--- src/sv/pwcd_pkg.sv ---
// ----------------------------------------------------------------------------
// pwcd_pkg
// Shared types and constants for the pulse width code decoder.
// ----------------------------------------------------------------------------
package pwcd_pkg;

  localparam int DURATION_BITS_DEF = 20;
  localparam int CODE_BITS_DEF     = 32;
  localparam int QUEUE_DEPTH_DEF   = 2;

  localparam int ADDR_BITS = 4;
  localparam int DATA_BITS = 32;

  localparam logic [5:0] HEADER_UNITS = 6'd35;
  localparam int         GAP_SHIFT    = 2;      // frame gap is at least four short units
  localparam logic [1:0] BUTTON_MASK  = 2'b11;

  localparam logic [15:0] SHORT_UNIT_RST = 16'd555;
  localparam logic [15:0] LONG_UNIT_RST  = 16'd1111;
  localparam logic [15:0] TOLERANCE_RST  = 16'd120;
  localparam logic [7:0]  MIN_BITS_RST   = 8'd12;

  typedef enum logic [1:0] {
    REG_SHORT_UNIT = 2'd0,
    REG_LONG_UNIT  = 2'd1,
    REG_TOLERANCE  = 2'd2,
    REG_MIN_BITS   = 2'd3
  } pwcd_reg_t;

  typedef struct packed {
    logic [15:0] short_unit_us;
    logic [15:0] long_unit_us;
    logic [15:0] tolerance_us;
    logic [7:0]  min_bits;
  } pwcd_cfg_t;

  // classification of one pulse, as handed from front to back
  typedef struct packed {
    logic is_high;
    logic hdr_match;
    logic near_short;
    logic near_long;
    logic gap;
  } pwcd_cls_t;

endpackage

--- src/sv/pwcd_front.sv ---
// ----------------------------------------------------------------------------
// pwcd_front
// Classifies one pulse against the programmed nominal durations.
// ----------------------------------------------------------------------------
module pwcd_front #(
  parameter int DURATION_BITS = pwcd_pkg::DURATION_BITS_DEF
) (
  input  pwcd_pkg::pwcd_cfg_t     cfg,
  input  logic                    pulse_level,
  input  logic [DURATION_BITS-1:0] pulse_us,
  output pwcd_pkg::pwcd_cls_t     cls
);

  // wide enough for the duration and for 35 times a 16-bit unit
  localparam int CW = ((DURATION_BITS > 22) ? DURATION_BITS : 22) + 1;

  logic [CW-1:0] d_ext;
  logic [CW-1:0] short_ext;
  logic [CW-1:0] long_ext;
  logic [CW-1:0] tol_ext;
  logic [CW-1:0] hdr_nom;
  logic [CW-1:0] hdr_tol;
  logic [CW-1:0] gap_min;
  logic [CW-1:0] diff_hdr;
  logic [CW-1:0] diff_short;
  logic [CW-1:0] diff_long;

  assign d_ext     = CW'(pulse_us);
  assign short_ext = CW'(cfg.short_unit_us);
  assign long_ext  = CW'(cfg.long_unit_us);
  assign tol_ext   = CW'(cfg.tolerance_us);
  assign hdr_nom   = short_ext * CW'(pwcd_pkg::HEADER_UNITS);
  assign hdr_tol   = tol_ext * CW'(pwcd_pkg::HEADER_UNITS);
  assign gap_min   = short_ext << pwcd_pkg::GAP_SHIFT;

  assign diff_hdr   = (d_ext > hdr_nom)   ? d_ext - hdr_nom   : hdr_nom - d_ext;
  assign diff_short = (d_ext > short_ext) ? d_ext - short_ext : short_ext - d_ext;
  assign diff_long  = (d_ext > long_ext)  ? d_ext - long_ext  : long_ext - d_ext;

  always_comb begin
    cls.is_high    = pulse_level;
    cls.hdr_match  = diff_hdr < hdr_tol;
    cls.near_short = diff_short < tol_ext;
    cls.near_long  = diff_long < tol_ext;
    cls.gap        = d_ext >= gap_min;
  end

endmodule

--- src/sv/pwcd_queue.sv ---
// ----------------------------------------------------------------------------
// pwcd_queue
// Short queue of classified pulses between the front and the back.
// ----------------------------------------------------------------------------
module pwcd_queue #(
  parameter int DEPTH = pwcd_pkg::QUEUE_DEPTH_DEF
) (
  input  logic                clk,
  input  logic                rst_n,
  input  logic                wr_en,
  input  pwcd_pkg::pwcd_cls_t wr_data,
  output logic                full,
  input  logic                rd_en,
  output logic                rd_valid,
  output pwcd_pkg::pwcd_cls_t rd_data,
  output logic [$clog2(DEPTH+1)-1:0] count
);

  localparam int AW = (DEPTH > 1) ? $clog2(DEPTH) : 1;
  localparam int CNTW = $clog2(DEPTH+1);

  pwcd_pkg::pwcd_cls_t mem_r [DEPTH];
  logic [AW-1:0]   wp_r, wp_nxt;
  logic [AW-1:0]   rp_r, rp_nxt;
  logic [CNTW-1:0] count_r, count_nxt;
  logic            do_wr, do_rd;

  assign full     = (count_r == CNTW'(DEPTH));
  assign rd_valid = (count_r != '0);
  assign rd_data  = mem_r[rp_r];
  assign count    = count_r;
  assign do_wr    = wr_en && !full;
  assign do_rd    = rd_en && rd_valid;

  always_comb begin
    wp_nxt    = wp_r;
    rp_nxt    = rp_r;
    count_nxt = count_r;
    if (do_wr) begin
      wp_nxt = (wp_r == AW'(DEPTH-1)) ? '0 : wp_r + AW'(1);
    end
    if (do_rd) begin
      rp_nxt = (rp_r == AW'(DEPTH-1)) ? '0 : rp_r + AW'(1);
    end
    if (do_wr && !do_rd) begin
      count_nxt = count_r + CNTW'(1);
    end else if (do_rd && !do_wr) begin
      count_nxt = count_r - CNTW'(1);
    end
  end

  always_ff @(posedge clk) begin
    if (!rst_n) begin
      wp_r    <= '0;
      rp_r    <= '0;
      count_r <= '0;
    end else begin
      wp_r    <= wp_nxt;
      rp_r    <= rp_nxt;
      count_r <= count_nxt;
    end
  end

  always_ff @(posedge clk) begin
    if (do_wr) begin
      mem_r[wp_r] <= wr_data;
    end
  end

endmodule

--- src/sv/pwcd_back.sv ---
// ----------------------------------------------------------------------------
// pwcd_back
// Frame state machine: header, start pulse, bit pairs, frame end and result.
// ----------------------------------------------------------------------------
module pwcd_back #(
  parameter int CODE_BITS = pwcd_pkg::CODE_BITS_DEF
) (
  input  logic                clk,
  input  logic                rst_n,
  input  pwcd_pkg::pwcd_cfg_t cfg,
  input  logic                q_valid,
  input  pwcd_pkg::pwcd_cls_t q_data,
  output logic                q_pop,
  output logic                out_valid,
  input  logic                out_stall,
  output logic [31:0]         out_code_word,
  output logic [7:0]          out_bit_total,
  output logic [1:0]          out_button_bits
);

  typedef enum logic [3:0] {
    PH_HEADER = 4'b0001,
    PH_START  = 4'b0010,
    PH_LOW    = 4'b0100,
    PH_HIGH   = 4'b1000
  } phase_t;

  phase_t               phase_r, phase_nxt;
  logic [CODE_BITS-1:0] shift_r, shift_nxt;
  logic [7:0]           bits_r, bits_nxt;
  logic                 held_short_r, held_short_nxt;
  logic                 held_long_r, held_long_nxt;
  logic                 out_valid_r, out_valid_nxt;
  logic [31:0]          code_r;
  logic [7:0]           total_r;
  logic [1:0]           button_r;
  logic                 emit;
  logic                 push;
  logic                 push_bit;
  logic [31:0]          code_now;

  // back moves on unless a finished result is held under stall
  assign q_pop    = q_valid && !(out_valid_r && out_stall);
  assign code_now = 32'(shift_r);

  always_comb begin
    phase_nxt      = phase_r;
    held_short_nxt = held_short_r;
    held_long_nxt  = held_long_r;
    emit           = 1'b0;
    push           = 1'b0;
    push_bit       = 1'b0;
    case (phase_r)
      PH_HEADER: begin
        if (!q_data.is_high && q_data.hdr_match) begin
          phase_nxt = PH_START;
        end
      end
      PH_START: begin
        if (q_data.is_high) begin
          phase_nxt = q_data.near_short ? PH_LOW : PH_HEADER;
        end
      end
      PH_LOW: begin
        if (q_data.is_high) begin
          phase_nxt = PH_HEADER;
        end else if (q_data.gap) begin
          phase_nxt = PH_START;
          emit      = (bits_r >= cfg.min_bits);
        end else begin
          held_short_nxt = q_data.near_short;
          held_long_nxt  = q_data.near_long;
          phase_nxt      = PH_HIGH;
        end
      end
      PH_HIGH: begin
        if (!q_data.is_high) begin
          phase_nxt = PH_HEADER;
        end else if (held_short_r && q_data.near_long) begin
          push      = 1'b1;
          push_bit  = 1'b1;
          phase_nxt = PH_LOW;
        end else if (held_long_r && q_data.near_short) begin
          push      = 1'b1;
          phase_nxt = PH_LOW;
        end else begin
          phase_nxt = PH_HEADER;
        end
      end
      default: begin
        phase_nxt = PH_HEADER;
      end
    endcase
  end

  always_comb begin
    shift_nxt = shift_r;
    bits_nxt  = bits_r;
    if (phase_r == PH_START && q_data.is_high && q_data.near_short) begin
      shift_nxt = '0;
      bits_nxt  = '0;
    end else if (push) begin
      shift_nxt = {shift_r[CODE_BITS-2:0], push_bit};
      if (bits_r != 8'hFF) begin
        bits_nxt = bits_r + 8'd1;
      end
    end
  end

  always_comb begin
    if (q_pop && emit) begin
      out_valid_nxt = 1'b1;
    end else if (out_stall) begin
      out_valid_nxt = out_valid_r;
    end else begin
      out_valid_nxt = 1'b0;
    end
  end

  always_ff @(posedge clk) begin
    if (!rst_n) begin
      phase_r      <= PH_HEADER;
      shift_r      <= '0;
      bits_r       <= '0;
      held_short_r <= 1'b0;
      held_long_r  <= 1'b0;
      out_valid_r  <= 1'b0;
    end else begin
      out_valid_r <= out_valid_nxt;
      if (q_pop) begin
        phase_r      <= phase_nxt;
        shift_r      <= shift_nxt;
        bits_r       <= bits_nxt;
        held_short_r <= held_short_nxt;
        held_long_r  <= held_long_nxt;
      end
    end
  end

  always_ff @(posedge clk) begin
    if (q_pop && emit) begin
      code_r   <= code_now;
      total_r  <= bits_r;
      button_r <= code_now[2:1] & pwcd_pkg::BUTTON_MASK;
    end
  end

  assign out_valid       = out_valid_r;
  assign out_code_word   = code_r;
  assign out_bit_total   = total_r;
  assign out_button_bits = button_r;

endmodule

--- src/sv/pulse_width_code_decoder_unit.sv ---
// ----------------------------------------------------------------------------
// pulse_width_code_decoder_unit
// Decodes pulse-width keyfob frames from a stream of level/duration pulses.
// ----------------------------------------------------------------------------
// One pulse is accepted per clock while in_stall is low. The front classifies
// each pulse against the programmed short, long and tolerance values in the
// cycle it is accepted and writes it to a two-entry queue; the back runs the
// frame state machine on one queued pulse per clock unless a result is held
// under out_stall, and loads a result into the output register. out_valid is
// registered when the back pops the frame-ending gap pulse after older queued
// pulses. Input stall rises only when the queue is full, which happens only
// once a result is held under out_stall. Configuration registers are written
// through the APB-style port and should change only while the block is idle.
module pulse_width_code_decoder_unit #(
  parameter int DURATION_BITS = pwcd_pkg::DURATION_BITS_DEF,
  parameter int CODE_BITS     = pwcd_pkg::CODE_BITS_DEF,
  parameter int QUEUE_DEPTH   = pwcd_pkg::QUEUE_DEPTH_DEF
) (
  input  logic                           clk,
  input  logic                           rst_n,
  input  logic                           in_valid,
  output logic                           in_stall,
  input  logic                           in_pulse_level,
  input  logic [DURATION_BITS-1:0]       in_pulse_us,
  output logic                           out_valid,
  input  logic                           out_stall,
  output logic [31:0]                    out_code_word,
  output logic [7:0]                     out_bit_total,
  output logic [1:0]                     out_button_bits,
  input  logic                           psel,
  input  logic                           penable,
  input  logic                           pwrite,
  input  logic [pwcd_pkg::ADDR_BITS-1:0] paddr,
  input  logic [pwcd_pkg::DATA_BITS-1:0] pwdata,
  output logic [pwcd_pkg::DATA_BITS-1:0] prdata,
  output logic                           pready
);

  pwcd_pkg::pwcd_cfg_t cfg_r;
  pwcd_pkg::pwcd_cls_t cls;
  pwcd_pkg::pwcd_cls_t q_data;
  pwcd_pkg::pwcd_reg_t reg_sel;
  logic                q_full;
  logic                q_valid;
  logic                q_pop;
  logic [$clog2(QUEUE_DEPTH+1)-1:0] q_count;
  logic                cfg_wr;

  assign pready  = 1'b1;
  assign reg_sel = pwcd_pkg::pwcd_reg_t'(paddr[3:2]);
  assign cfg_wr  = psel && penable && pwrite && pready;

  always_ff @(posedge clk) begin
    if (!rst_n) begin
      cfg_r.short_unit_us <= pwcd_pkg::SHORT_UNIT_RST;
      cfg_r.long_unit_us  <= pwcd_pkg::LONG_UNIT_RST;
      cfg_r.tolerance_us  <= pwcd_pkg::TOLERANCE_RST;
      cfg_r.min_bits      <= pwcd_pkg::MIN_BITS_RST;
    end else if (cfg_wr) begin
      case (reg_sel)
        pwcd_pkg::REG_SHORT_UNIT: cfg_r.short_unit_us <= pwdata[15:0];
        pwcd_pkg::REG_LONG_UNIT:  cfg_r.long_unit_us  <= pwdata[15:0];
        pwcd_pkg::REG_TOLERANCE:  cfg_r.tolerance_us  <= pwdata[15:0];
        pwcd_pkg::REG_MIN_BITS:   cfg_r.min_bits      <= pwdata[7:0];
        default: begin
        end
      endcase
    end
  end

  always_comb begin
    case (reg_sel)
      pwcd_pkg::REG_SHORT_UNIT: prdata = 32'(cfg_r.short_unit_us);
      pwcd_pkg::REG_LONG_UNIT:  prdata = 32'(cfg_r.long_unit_us);
      pwcd_pkg::REG_TOLERANCE:  prdata = 32'(cfg_r.tolerance_us);
      pwcd_pkg::REG_MIN_BITS:   prdata = 32'(cfg_r.min_bits);
      default:                  prdata = '0;
    endcase
  end

  pwcd_front #(
    .DURATION_BITS(DURATION_BITS)
  ) u_front (
    .cfg        (cfg_r),
    .pulse_level(in_pulse_level),
    .pulse_us   (in_pulse_us),
    .cls        (cls)
  );

  pwcd_queue #(
    .DEPTH(QUEUE_DEPTH)
  ) u_queue (
    .clk     (clk),
    .rst_n   (rst_n),
    .wr_en   (in_valid),
    .wr_data (cls),
    .full    (q_full),
    .rd_en   (q_pop),
    .rd_valid(q_valid),
    .rd_data (q_data),
    .count   (q_count)
  );

  assign in_stall = q_full;

  pwcd_back #(
    .CODE_BITS(CODE_BITS)
  ) u_back (
    .clk            (clk),
    .rst_n          (rst_n),
    .cfg            (cfg_r),
    .q_valid        (q_valid),
    .q_data         (q_data),
    .q_pop          (q_pop),
    .out_valid      (out_valid),
    .out_stall      (out_stall),
    .out_code_word  (out_code_word),
    .out_bit_total  (out_bit_total),
    .out_button_bits(out_button_bits)
  );

  // queue never holds more than its depth
  a_queue_bound: assert property (@(posedge clk) disable iff (!rst_n)
    q_count <= ($clog2(QUEUE_DEPTH+1))'(QUEUE_DEPTH))
    else $error("queue count beyond depth");

  // input only stalls when the queue is full
  a_stall_full: assert property (@(posedge clk) disable iff (!rst_n)
    in_stall |-> (q_count == ($clog2(QUEUE_DEPTH+1))'(QUEUE_DEPTH)))
    else $error("input stalled with room in queue");

  // a fresh result only follows a queued pulse being consumed
  a_result_src: assert property (@(posedge clk) disable iff (!rst_n)
    $rose(out_valid) |-> $past(q_pop))
    else $error("result without consumed pulse");

  // back stays stalled while a result is held
  a_hold_pop: assert property (@(posedge clk) disable iff (!rst_n)
    (out_valid && out_stall) |-> !q_pop)
    else $error("queue popped while result held");

endmodule
--- config.mk ---
export PLATFORM = sky130hd
export DESIGN_NAME = pulse_width_code_decoder_unit
export DESIGN_NICKNAME = d
export VERILOG_FILES = /design/src/sv/pwcd_pkg.sv /design/src/sv/pwcd_front.sv /design/src/sv/pwcd_queue.sv /design/src/sv/pwcd_back.sv /design/src/sv/pulse_width_code_decoder_unit.sv
export SDC_FILE = /design/constraint.sdc
export NUM_CORES = 1
export LEC_CHECK = 0
export BUFFER_PORTS_ARGS = -buffer_cell sky130_fd_sc_hd__buf_2
export CORE_MARGIN = 4
export CORE_UTILIZATION = 50
export CTS_CLUSTER_SIZE = 20
export DETAILED_ROUTE_END_ITERATION = 12
export PLACE_DENSITY = 0.69
export SKIP_CTS_REPAIR_TIMING = 1
export SLEW_MARGIN = 20
export SYNTH_ARGS = -nofsm -noshare
export SYNTH_HDL_FRONTEND = slang
export SYNTH_HIERARCHICAL = 1
export SYNTH_SLANG_ARGS = --single-unit
export TNS_END_PERCENT = 10
--- constraint.sdc ---
create_clock -name clk -period 9.9 [get_ports clk]
set_input_delay 0.99 -clock clk [delete_from_list [all_inputs] [get_ports clk]]
set_output_delay 0.99 -clock clk [all_outputs]
set_load 0.1 [all_outputs]
==> metrics.txt <==
vias per cell=5.66; Mapped Cells=1,930; Synth area leader=ha_1; drt wl/cell=17.9 um; FF-to-FF path depth=38; reg-to-reg startpoint=cfg_r[46]$_SDFFE_PN0P_; ANT nets after route=0; Max Freq=120 MHz; Crit. End Element=flip-flop; Core Rows=66; setup TNS=0 ns; Mean Syn Cell Area=8.57 um^2; Tmin final=8.34 ns; Critical Path AT=8.52 ns; pre-CTS setup slack=1.65 ns; final-report setup violation count=0; GRT overflow=0; Die W=190 um; Power Density=117 mW/mm^2; #FFs+latches synth=158; die span in y=190 um; Final period util=84.3%; Worst Tran Pin Value=1.03 ns; hold path start=u_back/code_now[31]$_SDFFE_PN0P_; final hold vios=0; dpl cells=2,412; CTS sink count=158; setup slack after layout=1.56 ns; Max rail drop VDD=0.105 mV; drt first-iter violations=1,096; crit path max-delay cell type=dfxtp_1; Overall Global Routing Usage=23.7%; crit-path max FO=35; post-route insts no fill=2,444; CP max stage delay=0.66 ns; Crit path required time=10.07 ns; top_reg_cell synth=dfxtp_1; H-tree depth=4; outcome=finished, final reports clean; Synth async-reset ratio=0%; leakage power total=8.19 nW; Final Max Tran Viols=0; mapped cell area=0.0165 mm^2; r2r setup slk=1.56 ns; number of max-cap violations=0; synthesis-to-layout area growth=7.58%; Post-synth top cells=275 x ha_1, 244 x inv_1, 184 x nand2_1; CTS tree=built; critical path class=flip-flop to flip-flop; Boundary Pins=141; DP HPWL=35,700 um; Most common cell on crit path=ha_1; Reg clk slew, reported paths=0.07 ns; register area share after synthesis=22.1%; Synth top area share=20.8%; RD Place Congestion=0.930; skew final=0.0131 ns; Hold Path Depth=0; vias post-DR=13,800; worst skew pair latency=0.43 ns; top-count cell post-synth=ha_1; initial antenna violation count=0; clk buf depth=2; worst hold path type=flip-flop to flip-flop; hold-critical path endpoint=u_back/out_code_word[31]$_DFFE_PP_; number of synthesis warnings=6; ANT cells=0; final hold slack=0.447 ns; largest net degree at the start of global routing=98; drt drc=0; Critical R2R Capture=u_queue/mem_r[0][3]$_DFFE_PP_; startpoint types=flip-flop; share of cells above drive strength 1=10.4%; 1st-pass router iterations=5; vias in the first global route=13,100; core area=0.0326 mm^2; overall power=2.08 mW; Total Wirelength=43,600 um; TritonCTS Buffers=17; synth top area cells=ha_1 21%, dfxtp_1 13%, edfxtp_1 9.1%; first-pass GRT wire length=68,600 um; fin nets=2,358; EDFF count, synth=50; CTS root buffer=clkbuf_16; Initial Utilization=50.7%; Die ar.=0.0361 mm^2; Max-slew headroom=31.3%; Netlist cell types=93; unrepaired setup endpoints after global routing=false; IO buf count=105
[how the worst max path moves through the flow]
stage | end | from | cells after the start
2_1_floorplan | u_queue/mem_r[0][3]$_DFFE_PP_ | cfg_r[47]$_SDFFE_PN0P_ | 39
3_3_place_gp | u_queue/mem_r[0][3]$_DFFE_PP_ | cfg_r[46]$_SDFFE_PN0P_ | 34
3_5_place_dp | u_queue/mem_r[0][3]$_DFFE_PP_ | cfg_r[46]$_SDFFE_PN0P_ | 38
4_1_cts | u_queue/mem_r[0][3]$_DFFE_PP_ | cfg_r[46]$_SDFFE_PN0P_ | 38
5_1_grt | u_queue/mem_r[0][3]$_DFFE_PP_ | cfg_r[46]$_SDFFE_PN0P_ | 38
6_report | u_queue/mem_r[0][3]$_DFFE_PP_ | cfg_r[46]$_SDFFE_PN0P_ | 38
[metrics by stage]
stage | util [%] | instance area (um^2)
global placement | 52.8 | 17200
floorplan | - | 16600
finish | 54.5 | 17800
CTS | 54.5 | 17800
detailed placement | 52.8 | 17200
global route | 54.5 | 17800
[cell usage in the layout (no fill, tap or decap), drive strengths merged, types with 13 or more instances in the layout]
cell,instances
ha,275
inv,249
nand2,185
a21oi,154
buf,115
dfxtp,108
o21ai,98
mux2i,87
a21o,68
nor2,62
nor2b,55
edfxtp,50
xnor2,42
xor2,39
nand3,32
fa,30
nor3,28
nand2b,24
clkbuf,22
a211oi,18
conb,17
nand4,17
a31oi,16
o21a,16
and2,15
o211ai,13
[where the power goes]
part	internal, mW	switching (mW)	total, mW
combinational	0.285	0.449	0.734
clock	0.371	0.265	0.636
sequential	0.686	0.0238	0.710
total	1.34	0.737	2.08
[cell type report]
type                            instances  area (um^2)
Fill cell                            2968        14800
Multi-Input combinational cell       1453        11500
Sequential cell                       158         3660
Inverter                              244          916
Timing Repair Buffer                  115          601
Tap cell                              442          553
Clock buffer                           22          475
Clock inverter                         10         98.8
[state kept, by name, summed over array words and instances, names as in the netlist, named ones only]
signal	flops
u_back/held_short_r	1
u_queue/mem_r	10
u_queue/count	2
u_back/out_valid	1
u_back/code_now	32
cfg_r	56
u_back/held_long_r	1
u_back/bits_r	8
u_back/out_code_word	32
u_back/phase_r	4
u_queue/wp_r	1
u_queue/rp_r	1
u_back/out_bit_total	8
[critical path, delay by kind of cell, from the launching register on]
kind	cells	cell delay (ns)
xor+xnor	2	0.32
buf+inv	3	0.34
flops	1	0.66
simple gates	11	1.56
fa+ha+maj	6	2.19
compound gates	16	2.99
[layer usage]
layer	vias to the layer above	GRT usage [%]	routed length (um)
li1	6802	-	-
met1	6595	33.8	20700
met2	402	39.3	20000
met3	44	2.00	2170
met4	0	5.51	744
met5	-	0	0
[cell families after synthesis]
| family | after synthesis | synth area share (%) |
|---|---|---|
| other | 2 | 0.0454 |
| adder cells (fa/ha/maj) | 305 | 24.4 |
| flip-flops | 158 | 22.1 |
| AND/OR/NAND/NOR | 480 | 14.9 |
| multiplexers | 105 | 7.06 |
| XOR/XNOR | 81 | 4.29 |
| buffers and inverters | 334 | 8.81 |
| AO/OA/AOI/OAI | 465 | 18.3 |
(Power assumes the default switching activity.)
